===== src/hw/rtl/prnfa_pkg.sv =====
package prnfa_pkg;

  localparam int DEF_MAX_STATES  = 128;
  localparam int DEF_STACK_DEPTH = 16;
  localparam int CMD_QUEUE_DEPTH = 4;

  localparam logic [7:0] TOK_CONCAT = 8'd46;
  localparam logic [7:0] TOK_ALT    = 8'd43;
  localparam logic [7:0] TOK_STAR   = 8'd42;

  localparam logic [2:0] ST_OK        = 3'd0;
  localparam logic [2:0] ST_UNDERFLOW = 3'd1;
  localparam logic [2:0] ST_OVERFLOW  = 3'd2;
  localparam logic [2:0] ST_EXHAUSTED = 3'd3;
  localparam logic [2:0] ST_EXTRA     = 3'd4;

  localparam logic REC_TRANS = 1'b0;
  localparam logic REC_DONE  = 1'b1;

  typedef enum logic [2:0] {
    OP_NONE = 3'd0,
    OP_LIT  = 3'd1,
    OP_CAT  = 3'd2,
    OP_ALT  = 3'd3,
    OP_STAR = 3'd4
  } op_t;

  localparam int OP_W = 3;

  typedef struct packed {
    logic       rec_kind;
    logic [6:0] from_state;
    logic       slot;
    logic [7:0] symbol;
    logic       is_epsilon;
    logic [6:0] to_state;
    logic [6:0] start_state;
    logic [6:0] accept_state;
    logic [2:0] status;
    logic       run_end;
  } rec_t;

  function automatic int cmd_width(input int id_w);
    return 7 * id_w + OP_W + 1 + 8 + 3;
  endfunction

endpackage


===== src/hw/rtl/prnfa_front.sv =====
module prnfa_front #(
  parameter int MAX_STATES  = prnfa_pkg::DEF_MAX_STATES,
  parameter int STACK_DEPTH = prnfa_pkg::DEF_STACK_DEPTH,
  localparam int CMD_W = prnfa_pkg::cmd_width($clog2(MAX_STATES))
) (
  input  logic             clk,
  input  logic             rst_n,
  input  logic             push,
  input  logic [7:0]       in_token,
  input  logic             in_last,
  input  logic             q_full,
  output logic             q_push,
  output logic [CMD_W-1:0] q_data
);
  import prnfa_pkg::*;

  localparam int ID_W  = $clog2(MAX_STATES);
  localparam int NID_W = $clog2(MAX_STATES + 1);
  localparam int DEP_W = $clog2(STACK_DEPTH + 1);
  localparam int AW    = (STACK_DEPTH > 1) ? $clog2(STACK_DEPTH) : 1;

  typedef struct packed {
    logic [ID_W-1:0] st;
    logic [ID_W-1:0] fin;
  } frag_t;

  typedef struct packed {
    op_t             op;
    logic            last;
    logic [7:0]      sym;
    logic [ID_W-1:0] s;
    logic [ID_W-1:0] a_s;
    logic [ID_W-1:0] a_f;
    logic [ID_W-1:0] b_s;
    logic [ID_W-1:0] b_f;
    logic [ID_W-1:0] d_start;
    logic [ID_W-1:0] d_acc;
    logic [2:0]      status;
  } cmd_t;

  frag_t            stack_mem [STACK_DEPTH];
  frag_t            top_r, top_nxt;
  frag_t            sec_r, sec_nxt;
  frag_t            third_r;
  logic [DEP_W-1:0] depth_r, depth_nxt, depth_aft;
  logic [NID_W-1:0] nid_r, nid_nxt;
  logic [2:0]       err_r, err_nxt, err_aft;

  logic             accept;
  logic             is_cat, is_alt, is_star, is_op;
  logic             underflow, overflow, exhaust, ok;
  logic [NID_W:0]   nid_plus2;
  logic [ID_W-1:0]  s_id, f_id;
  logic [DEP_W-1:0] dm2, dm4;
  logic [AW-1:0]    wr_addr, rd_addr;
  logic             mem_we, mem_re;
  op_t              op;
  cmd_t             cmd;

  assign accept = push && !q_full;

  always_comb begin
    is_cat    = (in_token == TOK_CONCAT);
    is_alt    = (in_token == TOK_ALT);
    is_star   = (in_token == TOK_STAR);
    is_op     = is_cat || is_alt || is_star;
    underflow = is_op && (is_star ? (depth_r == '0) : (depth_r < DEP_W'(2)));
    overflow  = !is_op && (depth_r == DEP_W'(STACK_DEPTH));
    nid_plus2 = {1'b0, nid_r} + (NID_W + 1)'(2);
    exhaust   = nid_plus2 > (NID_W + 1)'(MAX_STATES);
    ok        = (err_r == ST_OK) && !underflow && !overflow && !exhaust;

    err_aft = err_r;
    if (err_r == ST_OK) begin
      if (underflow) begin
        err_aft = ST_UNDERFLOW;
      end else if (overflow) begin
        err_aft = ST_OVERFLOW;
      end else if (exhaust) begin
        err_aft = ST_EXHAUSTED;
      end
    end

    s_id = nid_r[ID_W-1:0];
    f_id = s_id + ID_W'(1);
    dm2  = depth_r - DEP_W'(2);
    dm4  = depth_r - DEP_W'(4);
    wr_addr = dm2[AW-1:0];
    rd_addr = dm4[AW-1:0];

    op        = OP_NONE;
    top_nxt   = top_r;
    sec_nxt   = sec_r;
    depth_aft = depth_r;
    nid_nxt   = nid_r;
    mem_we    = 1'b0;
    mem_re    = 1'b0;
    if (ok) begin
      top_nxt = '{st: s_id, fin: f_id};
      nid_nxt = nid_plus2[NID_W-1:0];
      if (!is_op) begin
        op        = OP_LIT;
        sec_nxt   = top_r;
        depth_aft = depth_r + DEP_W'(1);
        mem_we    = (depth_r >= DEP_W'(2));
      end else if (is_star) begin
        op = OP_STAR;
      end else begin
        op        = is_cat ? OP_CAT : OP_ALT;
        sec_nxt   = third_r;
        depth_aft = depth_r - DEP_W'(1);
        mem_re    = 1'b1;
      end
    end

    cmd.op      = op;
    cmd.last    = in_last;
    cmd.sym     = in_token;
    cmd.s       = s_id;
    cmd.a_s     = is_star ? top_r.st : sec_r.st;
    cmd.a_f     = is_star ? top_r.fin : sec_r.fin;
    cmd.b_s     = top_r.st;
    cmd.b_f     = top_r.fin;
    cmd.d_start = '0;
    cmd.d_acc   = '0;
    cmd.status  = err_aft;
    if (err_aft == ST_OK) begin
      if (depth_aft == '0) begin
        cmd.status = ST_UNDERFLOW;
      end else begin
        cmd.d_start = top_nxt.st;
        cmd.d_acc   = top_nxt.fin;
        if (depth_aft > DEP_W'(1)) begin
          cmd.status = ST_EXTRA;
        end
      end
    end

    if (in_last) begin
      depth_nxt = '0;
      nid_nxt   = '0;
      err_nxt   = ST_OK;
    end else begin
      depth_nxt = depth_aft;
      err_nxt   = err_aft;
    end
  end

  assign q_push = accept && ((op != OP_NONE) || in_last);
  assign q_data = cmd;

  always_ff @(posedge clk) begin
    if (!rst_n) begin
      depth_r <= '0;
      nid_r   <= '0;
      err_r   <= ST_OK;
    end else if (accept) begin
      depth_r <= depth_nxt;
      nid_r   <= nid_nxt;
      err_r   <= err_nxt;
    end
  end

  always_ff @(posedge clk) begin
    if (accept) begin
      top_r <= top_nxt;
      sec_r <= sec_nxt;
      if (mem_we) begin
        stack_mem[wr_addr] <= sec_r;
      end
      if (ok && !is_op) begin
        third_r <= sec_r;
      end else if (mem_re) begin
        third_r <= stack_mem[rd_addr];
      end
    end
  end

endmodule


===== src/hw/rtl/prnfa_fifo.sv =====
module prnfa_fifo #(
  parameter int WIDTH = 8,
  parameter int DEPTH = prnfa_pkg::CMD_QUEUE_DEPTH
) (
  input  logic             clk,
  input  logic             rst_n,
  input  logic             wr_en,
  input  logic [WIDTH-1:0] wr_data,
  output logic             full,
  input  logic             rd_en,
  output logic             rd_valid,
  output logic [WIDTH-1:0] rd_data
);
  import prnfa_pkg::*;

  localparam int PW = (DEPTH > 1) ? $clog2(DEPTH) : 1;
  localparam int CW = $clog2(DEPTH + 1);

  logic [WIDTH-1:0] slots [DEPTH];
  logic [PW-1:0]    wr_ptr_r, rd_ptr_r;
  logic [CW-1:0]    count_r;
  logic             do_wr, do_rd;

  assign full     = (count_r == CW'(DEPTH));
  assign rd_valid = (count_r != '0);
  assign rd_data  = slots[rd_ptr_r];
  assign do_wr    = wr_en && !full;
  assign do_rd    = rd_en && rd_valid;

  function automatic logic [PW-1:0] ptr_inc(input logic [PW-1:0] p);
    return (p == PW'(DEPTH - 1)) ? '0 : p + PW'(1);
  endfunction

  always_ff @(posedge clk) begin
    if (!rst_n) begin
      wr_ptr_r <= '0;
      rd_ptr_r <= '0;
      count_r  <= '0;
    end else begin
      if (do_wr) begin
        wr_ptr_r <= ptr_inc(wr_ptr_r);
      end
      if (do_rd) begin
        rd_ptr_r <= ptr_inc(rd_ptr_r);
      end
      if (do_wr && !do_rd) begin
        count_r <= count_r + CW'(1);
      end else if (do_rd && !do_wr) begin
        count_r <= count_r - CW'(1);
      end
    end
  end

  always_ff @(posedge clk) begin
    if (do_wr) begin
      slots[wr_ptr_r] <= wr_data;
    end
  end

endmodule


===== src/hw/rtl/prnfa_back.sv =====
module prnfa_back #(
  parameter int MAX_STATES = prnfa_pkg::DEF_MAX_STATES,
  localparam int CMD_W = prnfa_pkg::cmd_width($clog2(MAX_STATES))
) (
  input  logic             clk,
  input  logic             rst_n,
  input  logic             q_valid,
  input  logic [CMD_W-1:0] q_data,
  output logic             q_pop,
  input  logic             pop,
  output logic             empty,
  output prnfa_pkg::rec_t  out_rec
);
  import prnfa_pkg::*;

  localparam int ID_W = $clog2(MAX_STATES);

  typedef struct packed {
    op_t             op;
    logic            last;
    logic [7:0]      sym;
    logic [ID_W-1:0] s;
    logic [ID_W-1:0] a_s;
    logic [ID_W-1:0] a_f;
    logic [ID_W-1:0] b_s;
    logic [ID_W-1:0] b_f;
    logic [ID_W-1:0] d_start;
    logic [ID_W-1:0] d_acc;
    logic [2:0]      status;
  } cmd_t;

  cmd_t            cmd;
  rec_t            rec, out_r;
  logic            out_vld_r;
  logic [2:0]      k_r;
  logic [2:0]      n_trans, n_recs;
  logic [ID_W-1:0] f_id;
  logic            load;

  function automatic logic [6:0] to7(input logic [ID_W-1:0] v);
    logic [ID_W+6:0] w;
    w = {7'b0, v};
    return w[6:0];
  endfunction

  function automatic rec_t eps_rec(input logic [ID_W-1:0] from, input logic sl,
                                   input logic [ID_W-1:0] to);
    rec_t r;
    r            = '0;
    r.rec_kind   = REC_TRANS;
    r.from_state = to7(from);
    r.slot       = sl;
    r.is_epsilon = 1'b1;
    r.to_state   = to7(to);
    return r;
  endfunction

  always_comb begin
    cmd  = q_data;
    f_id = cmd.s + ID_W'(1);
    case (cmd.op)
      OP_LIT:  n_trans = 3'd1;
      OP_CAT:  n_trans = 3'd3;
      OP_ALT:  n_trans = 3'd4;
      OP_STAR: n_trans = 3'd4;
      default: n_trans = 3'd0;
    endcase
    n_recs = n_trans + {2'b0, cmd.last};

    rec = '0;
    if (k_r < n_trans) begin
      case (cmd.op)
        OP_LIT: begin
          rec.rec_kind   = REC_TRANS;
          rec.from_state = to7(cmd.s);
          rec.symbol     = cmd.sym;
          rec.to_state   = to7(f_id);
        end
        OP_CAT: begin
          case (k_r)
            3'd0:    rec = eps_rec(cmd.s, 1'b0, cmd.a_s);
            3'd1:    rec = eps_rec(cmd.a_f, 1'b0, cmd.b_s);
            default: rec = eps_rec(cmd.b_f, 1'b0, f_id);
          endcase
        end
        OP_ALT: begin
          case (k_r)
            3'd0:    rec = eps_rec(cmd.s, 1'b0, cmd.a_s);
            3'd1:    rec = eps_rec(cmd.s, 1'b1, cmd.b_s);
            3'd2:    rec = eps_rec(cmd.a_f, 1'b0, f_id);
            default: rec = eps_rec(cmd.b_f, 1'b0, f_id);
          endcase
        end
        OP_STAR: begin
          case (k_r)
            3'd0:    rec = eps_rec(cmd.s, 1'b0, cmd.a_s);
            3'd1:    rec = eps_rec(cmd.s, 1'b1, f_id);
            3'd2:    rec = eps_rec(cmd.a_f, 1'b0, f_id);
            default: rec = eps_rec(cmd.a_f, 1'b1, cmd.a_s);
          endcase
        end
        default: rec = '0;
      endcase
    end else begin
      rec.rec_kind     = REC_DONE;
      rec.start_state  = to7(cmd.d_start);
      rec.accept_state = to7(cmd.d_acc);
      rec.status       = cmd.status;
    end
    rec.run_end = (k_r == n_recs - 3'd1);

    load  = q_valid && (n_recs != '0) && (!out_vld_r || pop);
    q_pop = q_valid && ((n_recs == '0) || (load && rec.run_end));
  end

  assign empty   = !out_vld_r;
  assign out_rec = out_r;

  always_ff @(posedge clk) begin
    if (!rst_n) begin
      out_vld_r <= 1'b0;
      k_r       <= '0;
    end else begin
      if (load) begin
        out_vld_r <= 1'b1;
      end else if (pop) begin
        out_vld_r <= 1'b0;
      end
      if (q_pop) begin
        k_r <= '0;
      end else if (load) begin
        k_r <= k_r + 3'd1;
      end
    end
  end

  always_ff @(posedge clk) begin
    if (load) begin
      out_r <= rec;
    end
  end

endmodule


===== src/hw/rtl/postfix_regex_to_nfa_builder.sv =====
// Builds a Thompson NFA from a postfix regular expression, one token per transfer.
// The input side is a queue: a token transfers when push is high and full is low.
// The '.' byte concatenates, '+' alternates, '*' applies the star, and any other
// byte is a literal. The token marked by in_last closes the expression.
// Results leave through a queue: the oldest record sits on the out_ ports while
// empty is low and transfers when pop is high. Until an error, a literal yields
// one transition record, concatenation three, alternation and star four; the
// last token adds a done record with start state, accepting state and status.
// The first record of a token passes through the command queue and the output
// register before it appears. The output register sends one record per cycle
// while pop is high; the front end takes a token every cycle while its
// four-entry command queue has room. When pop stays low the output register
// holds, the command queue fills and full rises; nothing is dropped.
// Synchronous reset clears the fragment stack depth, the state counter, the
// error flag and both queues; after a done record the builder starts over at
// state zero without a reset.
module postfix_regex_to_nfa_builder #(
  parameter int MAX_STATES  = prnfa_pkg::DEF_MAX_STATES,
  parameter int STACK_DEPTH = prnfa_pkg::DEF_STACK_DEPTH
) (
  input  logic       clk,
  input  logic       rst_n,
  input  logic       push,
  output logic       full,
  input  logic [7:0] in_token,
  input  logic       in_last,
  input  logic       pop,
  output logic       empty,
  output logic       out_rec_kind,
  output logic [6:0] out_from_state,
  output logic       out_slot,
  output logic [7:0] out_symbol,
  output logic       out_is_epsilon,
  output logic [6:0] out_to_state,
  output logic [6:0] out_start_state,
  output logic [6:0] out_accept_state,
  output logic [2:0] out_status,
  output logic       out_run_end
);
  import prnfa_pkg::*;

  localparam int CMD_W = cmd_width($clog2(MAX_STATES));

  logic             f_push, q_full, q_valid, q_pop;
  logic [CMD_W-1:0] f_data, q_data;
  rec_t             rec;

  prnfa_front #(
    .MAX_STATES (MAX_STATES),
    .STACK_DEPTH(STACK_DEPTH)
  ) u_front (
    .clk     (clk),
    .rst_n   (rst_n),
    .push    (push),
    .in_token(in_token),
    .in_last (in_last),
    .q_full  (q_full),
    .q_push  (f_push),
    .q_data  (f_data)
  );

  prnfa_fifo #(
    .WIDTH(CMD_W),
    .DEPTH(CMD_QUEUE_DEPTH)
  ) u_queue (
    .clk     (clk),
    .rst_n   (rst_n),
    .wr_en   (f_push),
    .wr_data (f_data),
    .full    (q_full),
    .rd_en   (q_pop),
    .rd_valid(q_valid),
    .rd_data (q_data)
  );

  prnfa_back #(
    .MAX_STATES(MAX_STATES)
  ) u_back (
    .clk    (clk),
    .rst_n  (rst_n),
    .q_valid(q_valid),
    .q_data (q_data),
    .q_pop  (q_pop),
    .pop    (pop),
    .empty  (empty),
    .out_rec(rec)
  );

  assign full             = q_full;
  assign out_rec_kind     = rec.rec_kind;
  assign out_from_state   = rec.from_state;
  assign out_slot         = rec.slot;
  assign out_symbol       = rec.symbol;
  assign out_is_epsilon   = rec.is_epsilon;
  assign out_to_state     = rec.to_state;
  assign out_start_state  = rec.start_state;
  assign out_accept_state = rec.accept_state;
  assign out_status       = rec.status;
  assign out_run_end      = rec.run_end;

endmodule


===== config.mk =====
export PLATFORM = sky130hd
export DESIGN_NAME = postfix_regex_to_nfa_builder
export DESIGN_NICKNAME = d
export VERILOG_FILES = /design/src/hw/rtl/prnfa_pkg.sv /design/src/hw/rtl/prnfa_front.sv /design/src/hw/rtl/prnfa_fifo.sv /design/src/hw/rtl/prnfa_back.sv /design/src/hw/rtl/postfix_regex_to_nfa_builder.sv
export SDC_FILE = /design/constraint.sdc
export NUM_CORES = 1
export LEC_CHECK = 0
export ABC_AREA = 1
export BUFFER_PORTS_ARGS = -buffer_cell sky130_fd_sc_hd__buf_2
export CORE_ASPECT_RATIO = 1.4
export CORE_MARGIN = 8
export CORE_UTILIZATION = 56
export DETAILED_ROUTE_END_ITERATION = 6
export MAX_ROUTING_LAYER = met4
export PLACE_DENSITY = 0.87
export SYNTH_ARGS = -nofsm -noshare
export SYNTH_HDL_FRONTEND = slang
export SYNTH_SLANG_ARGS = --single-unit

===== constraint.sdc =====
create_clock -name clk -period 5.2 [get_ports clk]
set_input_delay 0.78 -clock clk [delete_from_list [all_inputs] [get_ports clk]]
set_output_delay 0.78 -clock clk [all_outputs]
set_load 0.005 [all_outputs]

Yosys cells after proc, flatten, opt, wreduce, memory -nomap -nowiden
Memories as Yosys holds them, arrays and structs flattened. A register that Yosys moved wholly into a read port is not among the register bits.
Index checks and enable logic that the tools add are counted.

storage, ports and cells
  register bits = 112
  latch bits = 0
  bits in writable memories = 480
  memory bits (read-only) = 0
  bits of input ports = 13
  output and inout port bits = 45
  word-level logic and storage cells = 164
  memories kept = 2

cells by class
  $add $sub $neg = 14
  multipliers = 0
  divide/modulo/power cells = 0
  order comparisons = 5
  equal/unequal tests = 15
  shifts and indexed selects = 0
  mux-type cells = 56
  bitwise gates (word level) = 1
  reduce and logical (&&, ||, !) cells = 47

memories
  memory             depth  bits a word  rd ports  clocked after Yosys merged registers in  wr ports  line               RTL
  u_queue.slots      4      64           1         1                                        1         prnfa_fifo.sv:19   logic [WIDTH-1:0] slots [DEPTH];
  u_front.stack_mem  16     14           1         0                                        1         prnfa_front.sv:41  frag_t stack_mem [STACK_DEPTH];

operators with widths
  operator                                                               count
  42-bit case mux with 3 select lines                                    2
  14-bit two-way mux                                                     6
  42-bit case mux with 2 select lines                                    1
  8-bit case mux with 4 select lines                                     2
  18-bit case mux with 3 select lines                                    1
  3-bit two-way mux                                                      12
  17-bit two-way mux                                                     2
  7-bit case mux with 4 select lines                                     1
  8-bit by 6-bit equality test with 1-bit output, second input constant  3
  5-bit two-way mux                                                      4
  1-bit logical AND                                                      16
  8-bit two-way mux                                                      2
  7-bit by 1-bit adder with 7-bit output, second input constant          2
  1-bit two-way mux                                                      14
  7-bit two-way mux                                                      2
  3-bit zero test                                                        4
  5-bit zero test                                                        2
  8-bit by 2-bit adder with 9-bit output, second input constant          1
  3-bit by 2-bit equality test with 1-bit output, second input constant  3
  9-bit by 8-bit > comparator with 1-bit output, second input constant   1
  3-bit case mux with 3 select lines                                     1
  3-bit nonzero test                                                     3
  1-bit zero test                                                        8
  2-bit two-way mux                                                      4
  other kinds (25)                                                       41

Logic depth before layout (Yosys ltp)
  depth in word-level cells = 17
  gate-level depth with buffers = 27
  depth with buffers taken out = 26

Cells and area by module
From an unflattened synthesis, not the netlist that was laid out.

second synthesis, totals
  cells, all modules = 2,179
  area total of the unflattened synthesis = 25,376.8 um2

modules (own cells, without submodules)
  module       instances  cells an instance  area each (um2)  sequential area each (um2)
  prnfa_front  1          1,058              12,180.4         8,287.9
  prnfa_fifo   1          690                9,992.1          7,867.5
  prnfa_back   1          431                3,204.3          1,371.3

Worst setup path after synthesis
No wires, ideal clock.

  kind = register -> register
  start point = register u_front.depth_r[0]
  end point = memory u_queue.slots[0][0] (netlist bit), enable pin
  arrival time = 5,100 ps
  path slack = -386 ps
  cell stages (with the launch flop) = 18
  period minus slack after synthesis = 5,586 ps
  path through = dfxtp_1 -> clkbuf_1 -> buf_6 -> inv_1 -> buf_2 -> buf_2 -> ha_1 -> nand3_1 -> nand4_1 -> nand3_1 -> nand3_2 -> nor2_4 -> buf_12 -> nand2_4 -> nand2_4 -> inv_2 -> buf_6 -> nor2_1

on the way
  word-level cells in the longest chain between the ends = 14
  elaborated cells between the ends (all ways) = 18
  those cells by class = order compare (1); eq/ne (1); mux (4); reduce/logical (12)

RTL lines
  element                                                                                          line                RTL
  from (decl)                                                                                      prnfa_front.sv:45   logic [DEP_W-1:0] depth_r, depth_nxt, depth_aft;
  from (signal assigned)                                                                           prnfa_front.sv:158  depth_r <= depth_nxt;
  5-bit by 2-bit less-than comparator with 1-bit output / 5-bit zero test (equally long branches)  prnfa_front.sv:67   underflow = is_op && (is_star ? (depth_r == '0) : (depth_r < DEP_W'(2)));
  1-bit two-way mux                                                                                prnfa_front.sv:67
  1-bit logical AND                                                                                prnfa_front.sv:67
  1-bit zero test                                                                                  prnfa_front.sv:71   ok = (err_r == ST_OK) && !underflow && !overflow && !exhaust;
  1-bit logical AND                                                                                prnfa_front.sv:71
  1-bit logical AND * (2 in series)                                                                prnfa_front.sv:71
  3-bit two-way mux *                                                                              prnfa_front.sv:98   if (ok) begin
  3-bit nonzero test *                                                                             prnfa_front.sv:149  assign q_push = accept && ((op != OP_NONE) || in_last);
  1-bit logical OR *                                                                               prnfa_front.sv:149
  1-bit logical AND *                                                                              prnfa_front.sv:149
  1-bit logical AND *                                                                              prnfa_fifo.sv:27    assign do_wr = wr_en && !full;
  net u_queue.do_wr                                                                                prnfa_fifo.sv:22    logic do_wr, do_rd;
  1-bit two-way mux *                                                                              prnfa_fifo.sv:55    if (do_wr) begin
  1-bit two-way mux (not written as such) *                                                        prnfa_fifo.sv:56    slots[wr_ptr_r] <= wr_data;
  to (decl)                                                                                        prnfa_fifo.sv:19

The timed path passes the listed nets; every way through them passes the cells marked *.

==> flow_metrics.tcl <==
set metrics [dict create \
    status "finished, final reports clean" \
    synthTopCellsByCount "edfxtp_1, nand2_1, o21ai_0, nor2_1, a21oi_1" \
    regArea_um2 17400 \
    htreeDepth 2 \
    post-dp-hpwl_um 34500 \
    syn_inst 2060 \
    floorplan.rows 91 \
    antenna_found_initial 0 \
    antenna_left 0 \
    die_x_um 194 \
    final_nets 2145 \
    p_leak_nw 9.69 \
    drc 0 \
    grt_usage 0.224 \
    ys_ff_latch 589 \
    die_y_um 265 \
    setup_ws_ns 0.792 \
    gp_congestion 0.891 \
    critPathLaunchType "flip-flop" \
    finalHoldViolCount 0 \
    ys_seq_area_frac 0.704 \
    cap_viol_max_count 0 \
    synth_top_cell_by_area "edfxtp_1" \
    io_pins 58 \
    diodes 0 \
    cts.sinks 589 \
    routed-via-count 16800 \
    cp_data_required_time_ns 5.71 \
    cts_made_buffers 52 \
    clock_latency_ns 0.58 \
    coreArea_um2 43800 \
    grt_first_pass_wirelength_um 89500 \
    fmax_mhz 227 \
    dp_cells 2606 \
    synth_most_common_cell "edfxtp_1" \
    netlist_area_um2 24700 \
    fin_tns_setup_ns 0 \
    arrival_ns 4.92 \
    synth_flop_cell "edfxtp_1" \
    period_share 0.848 \
    synth.area.top_cells "edfxtp_1, nand2_1, o21ai_0" \
    avgSynthCellArea_um2 12.0 \
    post_cts_resize_count 0 \
    tightestPinTransition_ns 1.16 \
    endpoint_kind "flip-flop" \
    whs_ns 0.444 \
    drt_first_pass_iters 7 \
    power.density_nw_per_um2 485 \
    synth.top_cell.area_share 0.681 \
    synth_edf_count 561 \
    cts_hold_buf 0 \
    post-route-cell-area_um2 27300 \
    clockRootBuffer "clkbuf_16" \
    relSlewSlack 0.228 \
    criticalPathCategory "reg2reg" \
    reg2reg_to "u_queue.count_r[2]$_SDFFE_PN0P_" \
    synth_cell_types 46 \
    cts_tree "built" \
    pre_cts_slack_ns 0.819 \
    cts_setup_buffers 0 \
    fin_total_pwr_mw 13.3 \
    viasPerCell 6.20 \
    fin_util 0.623 \
    wl_per_cell_um 21.2 \
    fin_skew_ns 0.0234 \
    multi_input_area_um2 6410 \
    die_area_um2 51300 \
    grt_max_degree 119 \
    fill_cells 2984 \
    finalCriticalPeriod_ns 4.41 \
    clk_pin_slew_ns 0.06 \
    drive_gt1_frac 0.105 \
    crit_fanout 43 \
    drt_iter0_drc 1814 \
    start_util 0.564 \
    rrSetupSlack_ns 0.79 \
    cp-endpoint "u_queue.count_r[2]$_SDFFE_PN0P_" \
    synthArstFlopShare 0 \
    final_cells 2701 \
    drv_slew 0 \
    syn2layout_area_growth_pct 10.5 \
    setup_violations 0 \
    hp-class "in2reg" \
    dpl_cell_area_um2 25600 \
    grt-ovfl-total 0 \
    clock_path_buffers 3 \
    reg2regPathDepth 25 \
    wl_um 57300 \
    portBuffers 57 \
    peakVddDrop_mv 0.344 \
    grt_setup_unrepaired "false" \
    grt_pass1_vias 16800 \
    yosysWarnings 0 \
]
per-layer routing:
layer | up-vias | track usage | share of wire
li1 | 7501 | - | -
met1 | 8016 | 0.250 | 0.35
met2 | 1012 | 0.385 | 0.51
met3 | 229 | 0.0292 | 0.079
met4 | 0 | 0.127 | 0.056
met5 | - | - | 0
state kept, by name, summed over array words and instances, names as in the netlist, 3 cells and up, named ones only:
| signal | flops |
|---|---|
| u_queue.slots | 252 |
| u_front.stack_mem | 224 |
| u_back.out_rec | 43 |
| u_front.q_data | 14 |
| u_front.sec_r | 14 |
| u_front.third_r | 14 |
| u_front.nid_r | 7 |
| u_front.depth_r | 5 |
| u_back.k_r | 3 |
| u_front.err_r | 3 |
| u_queue.count_r | 3 |
critical path, stage by stage (launching register included):
cell and delay [ns]:
dfxtp_4 0.66, clkinv_2 0.24, nand2_1 0.11, nand3_1 0.07, nand2_1 0.13, nor2_1 0.08
nand2_1 0.35, nand2_1 0.14, ha_1 0.21, ha_1 0.27, inv_1 0.04, ha_1 0.17
ha_1 0.31, xnor2_1 0.15, nor2_1 0.08, nand2_1 0.06, nand2_1 0.04, nand2_1 0.12
ha_1 0.17, inv_1 0.08, fa_1 0.44, nor2_1 0.11, nor2_1 0.04, nand2_1 0.07
o21ai_0 0.07, a21oi_1 0.12
cell usage in the layout, fill, tap and decap left out, drive strengths merged, types with 35 or more instances in the layout:
master,netlist,final
a21oi,112,112
buf,40,98
clkbuf,73,65
edfxtp,561,561
inv,119,120
nand2,354,354
nand3,87,87
nor2,234,234
o21ai,230,230
o221ai,37,37
o22ai,35,35
kinds of logic (layout without fill, tap and decap cells):
family | Yosys count | in the layout | share of synthesized area
fa+ha+maj | 30 | 30 | 0.0155
simple gates | 686 | 686 | 0.116
flops | 589 | 589 | 0.704
xor+xnor | 8 | 8 | 0.00283
other cells | 1 | 4 | 0.000152
buf+inv | 232 | 312 | 0.0389
compound gates | 514 | 514 | 0.122
how the worst min path moves through the flow:
stage / from / slack (ns) / cells past startpoint / end
after floorplan: u_front.err_r[2]$_SDFFE_PN0P_ / 0.45 / 2 / u_front.err_r[2]$_SDFFE_PN0P_
after global placement: u_front.err_r[2]$_SDFFE_PN0P_ / 0.46 / 2 / u_front.err_r[2]$_SDFFE_PN0P_
after detailed placement: u_front.nid_r[7]$_SDFFE_PN0P_ / 0.48 / 2 / u_front.nid_r[7]$_SDFFE_PN0P_
after CTS: in_token[6] / 0.43 / 1 / u_queue.slots[1][58]$_DFFE_PP_
after global routing: in_token[6] / 0.44 / 1 / u_queue.slots[0][58]$_DFFE_PP_
final: in_token[5] / 0.44 / 1 / u_queue.slots[3][57]$_DFFE_PP_
power breakdown:
| part | total, mW | switching [mW] | internal [mW] | leakage, nW |
|---|---|---|---|---|
| Sequential | 6.37 | 0.306 | 6.06 | 5.43 |
| Clock | 3.91 | 1.65 | 2.26 | 0.858 |
| Combinational | 2.98 | 2.10 | 0.886 | 3.40 |
area by class of cell:
class | instances | share of cell area
flip-flops and latches | 589 | 0.637
multi-input cells | 1242 | 0.235
clock buffers | 65 | 0.0512
well taps | 558 | 0.0255
repair buffers | 98 | 0.0222
inverters | 119 | 0.0164
clock inverters | 30 | 0.0130
Power figures use the tool's default switching activity.
